`config.mk`:
```
export PLATFORM = sky130hd
export DESIGN_NAME = binomial_coefficient_unit
export DESIGN_NICKNAME = d
export VERILOG_FILES = /design/src/rtl/bcu_pkg.sv /design/src/rtl/binomial_coefficient_unit.sv /design/src/rtl/bcu_serial_mul.sv /design/src/rtl/bcu_serial_div.sv
export SDC_FILE = /design/constraint.sdc
export NUM_CORES = 1
export LEC_CHECK = 0
export ABC_AREA = 0
export ABC_CLOCK_PERIOD_IN_PS = 10600
export BUFFER_PORTS_ARGS = -buffer_cell sky130_fd_sc_hd__buf_2
export CAP_MARGIN = 20
export CORE_MARGIN = 2
export CORE_UTILIZATION = 40
export CTS_CLUSTER_DIAMETER = 80
export CTS_CLUSTER_SIZE = 10
export DETAILED_ROUTE_END_ITERATION = 16
export SYNTH_ARGS = -nofsm -noshare
export SYNTH_HDL_FRONTEND = slang
export SYNTH_SLANG_ARGS = --single-unit
```
`constraint.sdc`:
```
create_clock -name clk -period 10.6 [get_ports clk]
set_input_delay 3.18 -clock clk [delete_from_list [all_inputs] [get_ports clk]]
set_output_delay 3.18 -clock clk [all_outputs]
set_load 0.005 [all_outputs]
```
`src/rtl/bcu_pkg.sv`:
```
// ----------------------------------------------------------------------------
// Binomial coefficient unit package
// Shared widths and constants for the bit-serial binomial coefficient unit.
// ----------------------------------------------------------------------------
package bcu_pkg;

	// Width of each input field and of the serial multiplier's operand.
	localparam int FIELD_W = 32;

	// Default width that the coefficient must fit in before it saturates.
	localparam int RESULT_WIDTH_DEF = 32;

	// Stream data widths: two input fields, and coefficient plus overflow flag.
	localparam int IN_TDATA_W  = 2 * FIELD_W;
	localparam int OUT_TDATA_W = 40;
	localparam int OUT_PAD_W   = OUT_TDATA_W - FIELD_W - 1;

endpackage

```
`src/rtl/binomial_coefficient_unit.sv`:
```
// ----------------------------------------------------------------------------
// Binomial coefficient unit
// Computes C(n,k) as a running product accum*(n-k+i)/i with bit-serial
// multiply and divide, saturating with an overflow flag past RESULT_WIDTH.
// ----------------------------------------------------------------------------
//  Channel  | Direction | Payload (lowest bits first)
//  s_axis   | in        | tdata: choose_count[31:0], set_size[63:32]
//  m_axis   | out       | tdata: coefficient[31:0], overflow[32], zero pad
//
//  One transaction in gives one transaction out. Each product step runs
//  a serial multiply over the 32 operand bits, then a serial divide over
//  the RESULT_WIDTH+32 dividend bits. An item takes min(k, n-k) product
//  steps, or fewer once the product overflows.
//  A new transaction is taken whenever the unit is idle, even while the
//  previous result still waits in the output register. Reset clears the
//  control state only; no clearing pass is needed.
// ----------------------------------------------------------------------------
module binomial_coefficient_unit #(
	parameter int RESULT_WIDTH = bcu_pkg::RESULT_WIDTH_DEF
) (
	input  logic                            clk,
	input  logic                            arst_n,
	input  logic                            s_axis_tvalid,
	output logic                            s_axis_tready,
	// choose_count[31:0], set_size[63:32]
	input  logic [bcu_pkg::IN_TDATA_W-1:0]  s_axis_tdata,
	output logic                            m_axis_tvalid,
	input  logic                            m_axis_tready,
	// coefficient[31:0], overflow[32], zeros[39:33]
	output logic [bcu_pkg::OUT_TDATA_W-1:0] m_axis_tdata
);
	import bcu_pkg::*;

	localparam int PW = RESULT_WIDTH + FIELD_W;

	typedef enum logic [5:0] {
		ST_IDLE   = 6'b000001,
		ST_PREP   = 6'b000010,
		ST_LOOP   = 6'b000100,
		ST_MUL    = 6'b001000,
		ST_DIV    = 6'b010000,
		ST_FINISH = 6'b100000
	} state_t;

	state_t                  state_q;
	logic [FIELD_W-1:0]      k_q;
	logic [FIELD_W-1:0]      n_q;
	logic [FIELD_W-1:0]      kk_q;
	logic [FIELD_W-1:0]      base_q;
	logic [FIELD_W-1:0]      i_q;
	logic [RESULT_WIDTH-1:0] accum_q;
	logic [FIELD_W-1:0]      fin_coef_q;
	logic                    fin_ovf_q;
	logic [OUT_TDATA_W-1:0]  m_tdata_q;
	logic                    m_tvalid_q;

	logic                    in_xfer;
	logic                    out_load;
	logic [FIELD_W-1:0]      n_minus_k;
	logic                    loop_end;
	logic                    mul_start;
	logic                    mul_busy;
	logic                    mul_done;
	logic [PW-1:0]           mul_prod;
	logic                    div_start;
	logic                    div_busy;
	logic                    div_done;
	logic [PW-1:0]           div_quot;
	logic                    step_ovf;
	logic [PW-1:0]           accum_wide;
	logic [PW-1:0]           ones_wide;

	// Handshake and step decisions.
	assign s_axis_tready = (state_q == ST_IDLE);
	assign in_xfer       = s_axis_tvalid && s_axis_tready;
	assign out_load      = (state_q == ST_FINISH) && (!m_tvalid_q || m_axis_tready);
	assign n_minus_k     = n_q - k_q;
	assign loop_end      = (i_q > kk_q);
	assign mul_start     = (state_q == ST_LOOP) && !loop_end;
	assign div_start     = (state_q == ST_MUL) && mul_done;
	assign step_ovf      = |div_quot[PW-1:RESULT_WIDTH];

	// Result width folded onto the 32-bit coefficient field.
	assign accum_wide = {{FIELD_W{1'b0}}, accum_q};
	assign ones_wide  = {{FIELD_W{1'b0}}, {RESULT_WIDTH{1'b1}}};

	bcu_serial_mul #(
		.A_WIDTH (RESULT_WIDTH)
	) u_mul (
		.clk     (clk),
		.arst_n  (arst_n),
		.start   (mul_start),
		.a       (accum_q),
		.b       (base_q + i_q),
		.busy    (mul_busy),
		.done    (mul_done),
		.product (mul_prod)
	);

	bcu_serial_div #(
		.DIVIDEND_WIDTH (PW)
	) u_div (
		.clk      (clk),
		.arst_n   (arst_n),
		.start    (div_start),
		.dividend (mul_prod),
		.divisor  (i_q),
		.busy     (div_busy),
		.done     (div_done),
		.quotient (div_quot)
	);

	// Sequencer.
	always_ff @(posedge clk or negedge arst_n) begin
		if (!arst_n) begin
			state_q <= ST_IDLE;
		end else begin
			case (state_q)
				ST_IDLE: begin
					if (in_xfer) state_q <= ST_PREP;
				end
				ST_PREP: begin
					state_q <= (k_q > n_q) ? ST_FINISH : ST_LOOP;
				end
				ST_LOOP: begin
					state_q <= loop_end ? ST_FINISH : ST_MUL;
				end
				ST_MUL: begin
					if (mul_done) state_q <= ST_DIV;
				end
				ST_DIV: begin
					if (div_done) state_q <= step_ovf ? ST_FINISH : ST_LOOP;
				end
				ST_FINISH: begin
					if (out_load) state_q <= ST_IDLE;
				end
				default: begin
					state_q <= ST_IDLE;
				end
			endcase
		end
	end

	// Operand and accumulator registers.
	always_ff @(posedge clk) begin
		if (in_xfer) begin
			k_q <= s_axis_tdata[FIELD_W-1:0];
			n_q <= s_axis_tdata[2*FIELD_W-1:FIELD_W];
		end
		case (state_q)
			ST_PREP: begin
				// Use the smaller of k and n-k as the step count.
				if (k_q > (n_q >> 1)) begin
					kk_q   <= n_minus_k;
					base_q <= k_q;
				end else begin
					kk_q   <= k_q;
					base_q <= n_minus_k;
				end
				accum_q    <= RESULT_WIDTH'(1);
				i_q        <= FIELD_W'(1);
				fin_coef_q <= '0;
				fin_ovf_q  <= 1'b0;
			end
			ST_LOOP: begin
				if (loop_end) begin
					fin_coef_q <= accum_wide[FIELD_W-1:0];
					fin_ovf_q  <= 1'b0;
				end
			end
			ST_DIV: begin
				if (div_done) begin
					if (step_ovf) begin
						fin_coef_q <= ones_wide[FIELD_W-1:0];
						fin_ovf_q  <= 1'b1;
					end else begin
						accum_q <= div_quot[RESULT_WIDTH-1:0];
						i_q     <= i_q + 1'b1;
					end
				end
			end
			default: begin
			end
		endcase
	end

	// Output register: holds a finished transaction until it is taken.
	always_ff @(posedge clk or negedge arst_n) begin
		if (!arst_n) begin
			m_tvalid_q <= 1'b0;
		end else if (out_load) begin
			m_tvalid_q <= 1'b1;
		end else if (m_axis_tready) begin
			m_tvalid_q <= 1'b0;
		end
	end

	always_ff @(posedge clk) begin
		if (out_load) begin
			m_tdata_q <= {{OUT_PAD_W{1'b0}}, fin_ovf_q, fin_coef_q};
		end
	end

	assign m_axis_tvalid = m_tvalid_q;
	assign m_axis_tdata  = m_tdata_q;

	// Checks on the sequencing and the saturated result.
	assert property (@(posedge clk) disable iff (!arst_n)
		(m_axis_tvalid && m_axis_tdata[FIELD_W])
			|-> (m_axis_tdata[FIELD_W-1:0] == ones_wide[FIELD_W-1:0]))
		else $error("overflow result is not saturated");

	assert property (@(posedge clk) disable iff (!arst_n)
		!(mul_busy && div_busy))
		else $error("multiplier and divider busy together");

	assert property (@(posedge clk) disable iff (!arst_n)
		out_load |=> m_axis_tvalid)
		else $error("finished result not presented");

	assert property (@(posedge clk) disable iff (!arst_n)
		(state_q == ST_LOOP) |-> (i_q != '0))
		else $error("zero divisor reached the product loop");

endmodule

```
`src/rtl/bcu_serial_mul.sv`:
```
// ----------------------------------------------------------------------------
// Bit-serial multiplier
// Shift-and-add multiplier that consumes one bit of the 32-bit operand per
// cycle, least significant bit first.
// ----------------------------------------------------------------------------
module bcu_serial_mul #(
	parameter int A_WIDTH = 32
) (
	input  logic                                clk,
	input  logic                                arst_n,
	input  logic                                start,
	input  logic [A_WIDTH-1:0]                  a,
	input  logic [bcu_pkg::FIELD_W-1:0]         b,
	output logic                                busy,
	output logic                                done,
	output logic [A_WIDTH+bcu_pkg::FIELD_W-1:0] product
);
	import bcu_pkg::*;

	localparam int PW    = A_WIDTH + FIELD_W;
	localparam int CNT_W = $clog2(FIELD_W);
	localparam logic [CNT_W-1:0] LAST = CNT_W'(FIELD_W - 1);

	logic [A_WIDTH-1:0] a_q;
	logic [PW-1:0]      prod_q;
	logic [CNT_W-1:0]   cnt_q;
	logic               busy_q;
	logic               done_q;
	logic [A_WIDTH:0]   sum;

	// Add the multiplicand into the upper half when the current bit is set.
	assign sum = {1'b0, prod_q[PW-1:FIELD_W]}
		+ (prod_q[0] ? {1'b0, a_q} : {(A_WIDTH + 1){1'b0}});

	// Step counter and completion pulse.
	always_ff @(posedge clk or negedge arst_n) begin
		if (!arst_n) begin
			busy_q <= 1'b0;
			done_q <= 1'b0;
			cnt_q  <= '0;
		end else begin
			done_q <= 1'b0;
			if (start) begin
				busy_q <= 1'b1;
				cnt_q  <= '0;
			end else if (busy_q) begin
				cnt_q <= cnt_q + 1'b1;
				if (cnt_q == LAST) begin
					busy_q <= 1'b0;
					done_q <= 1'b1;
				end
			end
		end
	end

	// Product register: the multiplier bits shift out at the bottom as the
	// partial sum shifts in at the top.
	always_ff @(posedge clk) begin
		if (start) begin
			a_q    <= a;
			prod_q <= {{A_WIDTH{1'b0}}, b};
		end else if (busy_q) begin
			prod_q <= {sum, prod_q[FIELD_W-1:1]};
		end
	end

	assign busy    = busy_q;
	assign done    = done_q;
	assign product = prod_q;

endmodule

```
`src/rtl/bcu_serial_div.sv`:
```
// ----------------------------------------------------------------------------
// Bit-serial divider
// Restoring divider that produces one quotient bit per cycle, most
// significant first, with the quotient shifting into the dividend register.
// ----------------------------------------------------------------------------
module bcu_serial_div #(
	parameter int DIVIDEND_WIDTH = 64
) (
	input  logic                        clk,
	input  logic                        arst_n,
	input  logic                        start,
	input  logic [DIVIDEND_WIDTH-1:0]   dividend,
	input  logic [bcu_pkg::FIELD_W-1:0] divisor,
	output logic                        busy,
	output logic                        done,
	output logic [DIVIDEND_WIDTH-1:0]   quotient
);
	import bcu_pkg::*;

	localparam int CNT_W = $clog2(DIVIDEND_WIDTH);
	localparam logic [CNT_W-1:0] LAST = CNT_W'(DIVIDEND_WIDTH - 1);

	logic [DIVIDEND_WIDTH-1:0] dvd_q;
	logic [FIELD_W-1:0]        dsr_q;
	logic [FIELD_W-1:0]        rem_q;
	logic [CNT_W-1:0]          cnt_q;
	logic                      busy_q;
	logic                      done_q;
	logic [FIELD_W:0]          trial;
	logic [FIELD_W:0]          diff;
	logic                      qbit;

	// Bring down the next dividend bit and try to subtract the divisor.
	assign trial = {rem_q, dvd_q[DIVIDEND_WIDTH-1]};
	assign diff  = trial - {1'b0, dsr_q};
	assign qbit  = (trial >= {1'b0, dsr_q});

	// Step counter and completion pulse.
	always_ff @(posedge clk or negedge arst_n) begin
		if (!arst_n) begin
			busy_q <= 1'b0;
			done_q <= 1'b0;
			cnt_q  <= '0;
		end else begin
			done_q <= 1'b0;
			if (start) begin
				busy_q <= 1'b1;
				cnt_q  <= '0;
			end else if (busy_q) begin
				cnt_q <= cnt_q + 1'b1;
				if (cnt_q == LAST) begin
					busy_q <= 1'b0;
					done_q <= 1'b1;
				end
			end
		end
	end

	// Partial remainder and dividend/quotient shift register.
	always_ff @(posedge clk) begin
		if (start) begin
			dvd_q <= dividend;
			dsr_q <= divisor;
			rem_q <= '0;
		end else if (busy_q) begin
			rem_q <= qbit ? diff[FIELD_W-1:0] : trial[FIELD_W-1:0];
			dvd_q <= {dvd_q[DIVIDEND_WIDTH-2:0], qbit};
		end
	end

	assign busy     = busy_q;
	assign done     = done_q;
	assign quotient = dvd_q;

endmodule

```
Yosys cells after proc, flatten, opt, wreduce, memory -nomap -nowiden
Cells that the tools add are included.
- output and inout port bits: 42
- input bits: 68
- word-level logic and storage cells: 113
- register bits: 504
- muxes and demuxes: 48
- add/sub/neg operators: 7
- equality and inequality tests: 15
- order comparisons: 4
- reduce and logical (&&, ||, !) cells: 16
- operators with widths (operator ; number):
    $mux W32 ; 13
    $mux W64 ; 2
    $pmux W32 S2 ; 2
    $pmux W32 S3 ; 1
    $gt A32 B32 Y1 ; 2
    $sub A32 B32 Y32 ; 2
    $mux W6 ; 9
    $pmux W6 S6 ; 1
    $add A32 B32 Y33 ; 1
    $ge A33 B32 Y1 ; 1
    $add A32 B1 Y32 const B ; 1
    $add A32 B32 Y32 ; 1
    $gt A32 B31 Y1 ; 1
    $reduce_or A32 Y1 ; 1
    $mux W1 ; 17
    $eq A6 B6 Y1 const B ; 2
    $mux W5 ; 2
    $ne A2 B2 Y1 const B ; 4
    $reduce_and A4 Y1 ; 2
    $reduce_bool A2 Y1 ; 4
    $add A6 B1 Y6 const B ; 1
    $eq A6 B1 Y1 const B ; 1
    $eq A6 B2 Y1 const B ; 1
    $eq A6 B3 Y1 const B ; 1
    other kinds (11) ; 17

Longest topological paths before layout
- depth in word-level cells: 5
- gate-level depth with buffers: 14
- gate-level depth less buffers: 12

By module
From an unflattened synthesis, not the netlist that was laid out.
- cells, all modules: 2533
- area total of the unflattened synthesis: 28173.3 µm²
- modules (own cells, without submodules) (module ; area an instance (µm²) ; seq. area each (µm²) ; times used ; cells each):
    binomial_coefficient_unit ; 15329.7 ; 7923.8 ; 1 ; 1398
    bcu_serial_div ; 7186.9 ; 3723.6 ; 1 ; 621
    bcu_serial_mul ; 5656.7 ; 2737.6 ; 1 ; 514

Least setup slack after synthesis
OpenSTA, ideal clock, no wires.
- path kind: register to register
- from: register state_q[5]
- to: register accum_q[0] (enable)
- setup slack: 2077 ps
- path buffers: 0
- setup time: 486 ps
- cell stages (with the launch flop): 6
- data arrival time: 8038 ps
- required time: 10114 ps
- clock period less this slack: 8523 ps
- path through: dfrtp_1 > nor2_1 > nand2_1 > nor3_1 > a21oi_1 > nor2_1
- cells in the longest elaborated chain, start to end: 3
- elaborated cells between the ends (all ways): 6
- those cells by class: eq/ne: 4; reduce/logical: 2
- ends and longest elaborated chain (element ; RTL line ; text):
    start, declared ; binomial_coefficient_unit.sv:45 ; state_t state_q;
    start signal, assigned ; binomial_coefficient_unit.sv:123 ; state_q <= (k_q > n_q) ? ST_FINISH : ST_LOOP;
    start signal, assigned ; binomial_coefficient_unit.sv:126 ; state_q <= loop_end ? ST_FINISH : ST_MUL;
    start signal, assigned ; binomial_coefficient_unit.sv:132 ; if (div_done) state_q <= step_ovf ? ST_FINISH : ST_LOOP;
    $eq A6 B5 Y1 or $eq A6 B2 Y1 (tied branches) ; binomial_coefficient_unit.sv:150 ; case (state_q)
    $ne A2 B1 Y1 (no line), or another cell as far along ; n/a ;
    $reduce_and A3 Y1 (no line) (*) ; n/a ;
    end signal, assigned ; binomial_coefficient_unit.sv:177 ; accum_q <= div_quot[RESULT_WIDTH-1:0];
    end, declared ; binomial_coefficient_unit.sv:51 ; logic [RESULT_WIDTH-1:0] accum_q;
Every way passes the cells marked *; elsewhere a longest branch is shown, timed or not.
A chain may end at the register's enable or synchronous reset.

Worst setup path after layout
- from: register state_q[5]
- to: output port s_axis_tready
- cells in the longest elaborated chain, start to end: 1
- ends and longest elaborated chain (element ; RTL line ; text):
    $eq A6 B1 Y1 ; binomial_coefficient_unit.sv:74 ; assign s_axis_tready = (state_q == ST_IDLE);
    end, declared ; binomial_coefficient_unit.sv:24 ; output logic s_axis_tready,
No other way between the ends.

==> impl_metrics.csv <==
group,metric,value,unit
yosys,yosys_warnings,0,
yosys,synth-main-ff-cell,"edfxtp_1",
clock_tree,cts_setup_buffers,0,
global_routing,grt_pass1_vias,19113,
pwr,power_frac_comb,33.3,%
sta,setup-violations-final,0,
drt,routed_wl,67000,um
drt,topRoutingLayerUsed,"met5",
worst_setup_path,cp_top_family,"simple AND/OR/NAND/NOR gates",
pwr,power_density,228,mW/mm2
pwr,max-vdd-ir-drop,0.137,mV
clock_tree,cts_tree,"built",
worst_setup_path,crit_chain,"nor2_1, nand4_1, inv_1, buf_2",
global_routing,grtUsageTotal,18.7,%
global_routing,grt_max_degree,91,
worst_setup_path,required,7.42,ns
final_layout,final_common_cell,"edfxtp_1",
placement,dpl.hpwl,48600,um
drt,ant_nets,0,
sta,tightestPinTransition,1.03,ns
final_layout,drive_gt1_share,9.06,%
final_layout,diodes,0,
final_layout,final_area,0.0307,mm2
floorplanning,core,0.0685,mm2
pwr,swShare,34.5,%
global_routing,antenna_found_initial,1,
clock_tree,clkSlewWorstSetupHoldPaths,0.06,ns
pwr,power_switching,2.42,mW
sta,min_period,5.03,ns
drt,viasPerCell,5.37,
drt,wl_met3,3530,um
worst_setup_path,timing.critical_path.buf_inv,2,
sta,fin_crit_sh,47.4,%
global_routing,grt_pass1_wl,105000,um
clock_tree,cts_hold_buf,0,
pwr,p_seq_share,40.7,%
yosys,avgSynthCellArea,10.4,um2
worst_setup_path,max_stage_delay,0.39,ns
worst_setup_path,path_max_fanout,5,
floorplanning,fp-row-count,96,
worst_setup_path,crit_type,"register to output pin",
clock_tree,cts-resized-gates,0,
worst_setup_path,endpoint_kind,"output pin",
clock_tree,numCtsBuffers,57,
yosys,synth_seq_cells,504,
drt,wl_met1,30700,um
yosys,synth-edff-count,418,
clock_tree,ctsLongestPathBuffers,3,
clock_tree,cts_root_buf,"clkbuf_16",
floorplanning,start_util,40.3,%
worst_setup_path,crit_arrival,1.85,ns
pwr,p_int,4.59,mW
drt,wl_met2,30800,um
drt,drt-pass1-iter-count,7,
job,cap_viol_max_count,0,
yosys,syn_area,0.0276,mm2
worst_setup_path,crit_path_start_kind,"register",
pwr,clockPowerShare,26.0,%
drt,drc,0,
sta,rsz0062_at_grt,"false",
floorplanning,die_y,267,um
global_routing,gr-total-overflow,0,
yosys,yosysUniqueCellTypes,77,
sta,maxSlewHeadroom,31.6,%
pwr,leakage,12.7,nW
final_layout,syn2layout_area_growth,11.3,%
sta,slew_violations,0,
sta,hold_violations,0,
final_layout,final_cell_mix,"edfxtp_1 (418), nand2_1 (404), ha_1 (194), inv_1 (175), o21ai_0 (171)",
floorplanning,io_pins,110,
drt,vias,19618,
run_status,status,"finished clean",
final_layout,final_nets,3000,
sta,max_freq,199,MHz
clock_tree,cts_max_level,2,
sta,fin_hold_ws,0.414,ns
yosys,ys_seq_area_share,52.1,%
placement,place.port_buffers,102,
drt,avgRoutedWirePerCell,18.4,um
sta,setup-tns-final,0,ns
floorplanning,die_area,0.0711,mm2
worst_setup_path,cp_slowest_cell,"dfrtp_1",
yosys,ys_async_sr_fraction,4.37,%
yosys,syn_inst,2646,
drt,drt_iter0_markers,1356,
sta,skew,0.0258,ns
placement,placed_area,0.0290,mm2
pwr,p_total,7.01,mW
floorplanning,chipWidth,267,um
placement,gp_congestion,0.883,
clock_tree,insertion_delay,0.63,ns
hold_path,hp-class,"register to register",
clock_tree,clock_sinks,504,
==> power groups by stage <==
stage          sequential (mW)  clock [mW]  combinational (mW)
2_1_floorplan             2.81           0                1.74
3_3_place_gp              2.88           0                2.27
3_5_place_dp              2.89           0                2.31
4_1_cts                   2.85        1.87                2.33
5_1_grt                   2.89        1.94                2.61
6_report                  2.85        1.82                2.33
==> through the flow <==
step / setup WS [ns] / instances / utilization [%]
6_report: 5.57 / 3651 / 44.8
5_1_grt: 5.44 / 3651 / 44.8
4_1_cts: 5.54 / 3649 / 44.8
3_5_place_dp: 5.89 / 3555 / 42.4
3_3_place_gp: 5.95 / 3554 / 42.3
2_1_floorplan: 2.08 / 2652 / -
==> final cells by class <==
| cell class | instances | area, um2 |
|---|---|---|
| multi-input cells | 1872 | 12200 |
| clock buffers | 88 | 1550 |
| well taps | 882 | 1100 |
| flip-flops and latches | 504 | 14400 |
| inverters | 178 | 669 |
| repair buffers | 121 | 674 |
| fillers | 6406 | 37800 |
| clock inverters | 6 | 113 |
==> cell usage after synthesis (31+ instances only) <==
library cell | n | share of area [%]
nor2_1 | 172 | 2.3
and2_1 | 70 | 1.6
a21oi_1 | 159 | 2.9
mux2i_1 | 31 | 1.1
dfxtp_1 | 64 | 4.6
a21o_1 | 81 | 2.2
mux2_2 | 40 | 1.6
o21ai_0 | 171 | 3.1
edfxtp_1 | 418 | 45
ha_1 | 194 | 8.8
xnor2_1 | 77 | 2.4
o21a_1 | 32 | 0.87
nand2_1 | 406 | 5.5
clkbuf_1 | 74 | 1.0
xor2_1 | 59 | 1.9
nand3_1 | 39 | 0.71
nor3_1 | 33 | 0.60
nand4_1 | 42 | 0.95
inv_1 | 177 | 2.4
==> flip-flops by register name, indices dropped and copies added, names as in the netlist, 32 cells and up <==
| signal | flops |
|---|---|
| u_div.quotient | 64 |
| u_mul.product | 64 |
| m_axis_tdata | 33 |
| accum_q | 32 |
| base_q | 32 |
| fin_coef_q | 32 |
| i_q | 32 |
| k_q | 32 |
| kk_q | 32 |
| n_q | 32 |
| u_div.dsr_q | 32 |
| u_div.rem_q | 32 |
| u_mul.a_q | 32 |
==> cell families after synthesis <==
group           after synthesis  synth area share, %
compound gates              579                 13.1
xor+xnor                    136                 4.32
fa+ha+maj                   198                 9.09
buf+inv                     276                 3.94
flops                       504                 52.1
mux                          71                 2.76
other cells                   1               0.0136
simple gates                881                 14.7
==> worst paths after layout <==
kind / start / to / slack [ns] / cells past startpoint
setup / recovery: state_q[5] / s_axis_tready / 5.57 / 4
hold / removal: fin_coef_q[18] / m_axis_tdata[18] / 0.41 / 0
setup reg to reg: i_q[15] / u_mul.product[3] / 6.18 / 11
hold reg to reg: fin_coef_q[18] / m_axis_tdata[18] / 0.41 / 0
max in group asynchronous: arst_n / u_mul.busy / 7.70 / 1
min in group asynchronous: arst_n / u_mul.cnt_q[0] / 2.53 / 1
==> metal layers <==
metal  vias up  track usage [%]
met3       110             2.86
met5         -                0
li1       9641                -
met4         2             6.48
met2       479             30.5
met1      9386             25.5
Note: power is estimated with default switching activity, not from simulation.
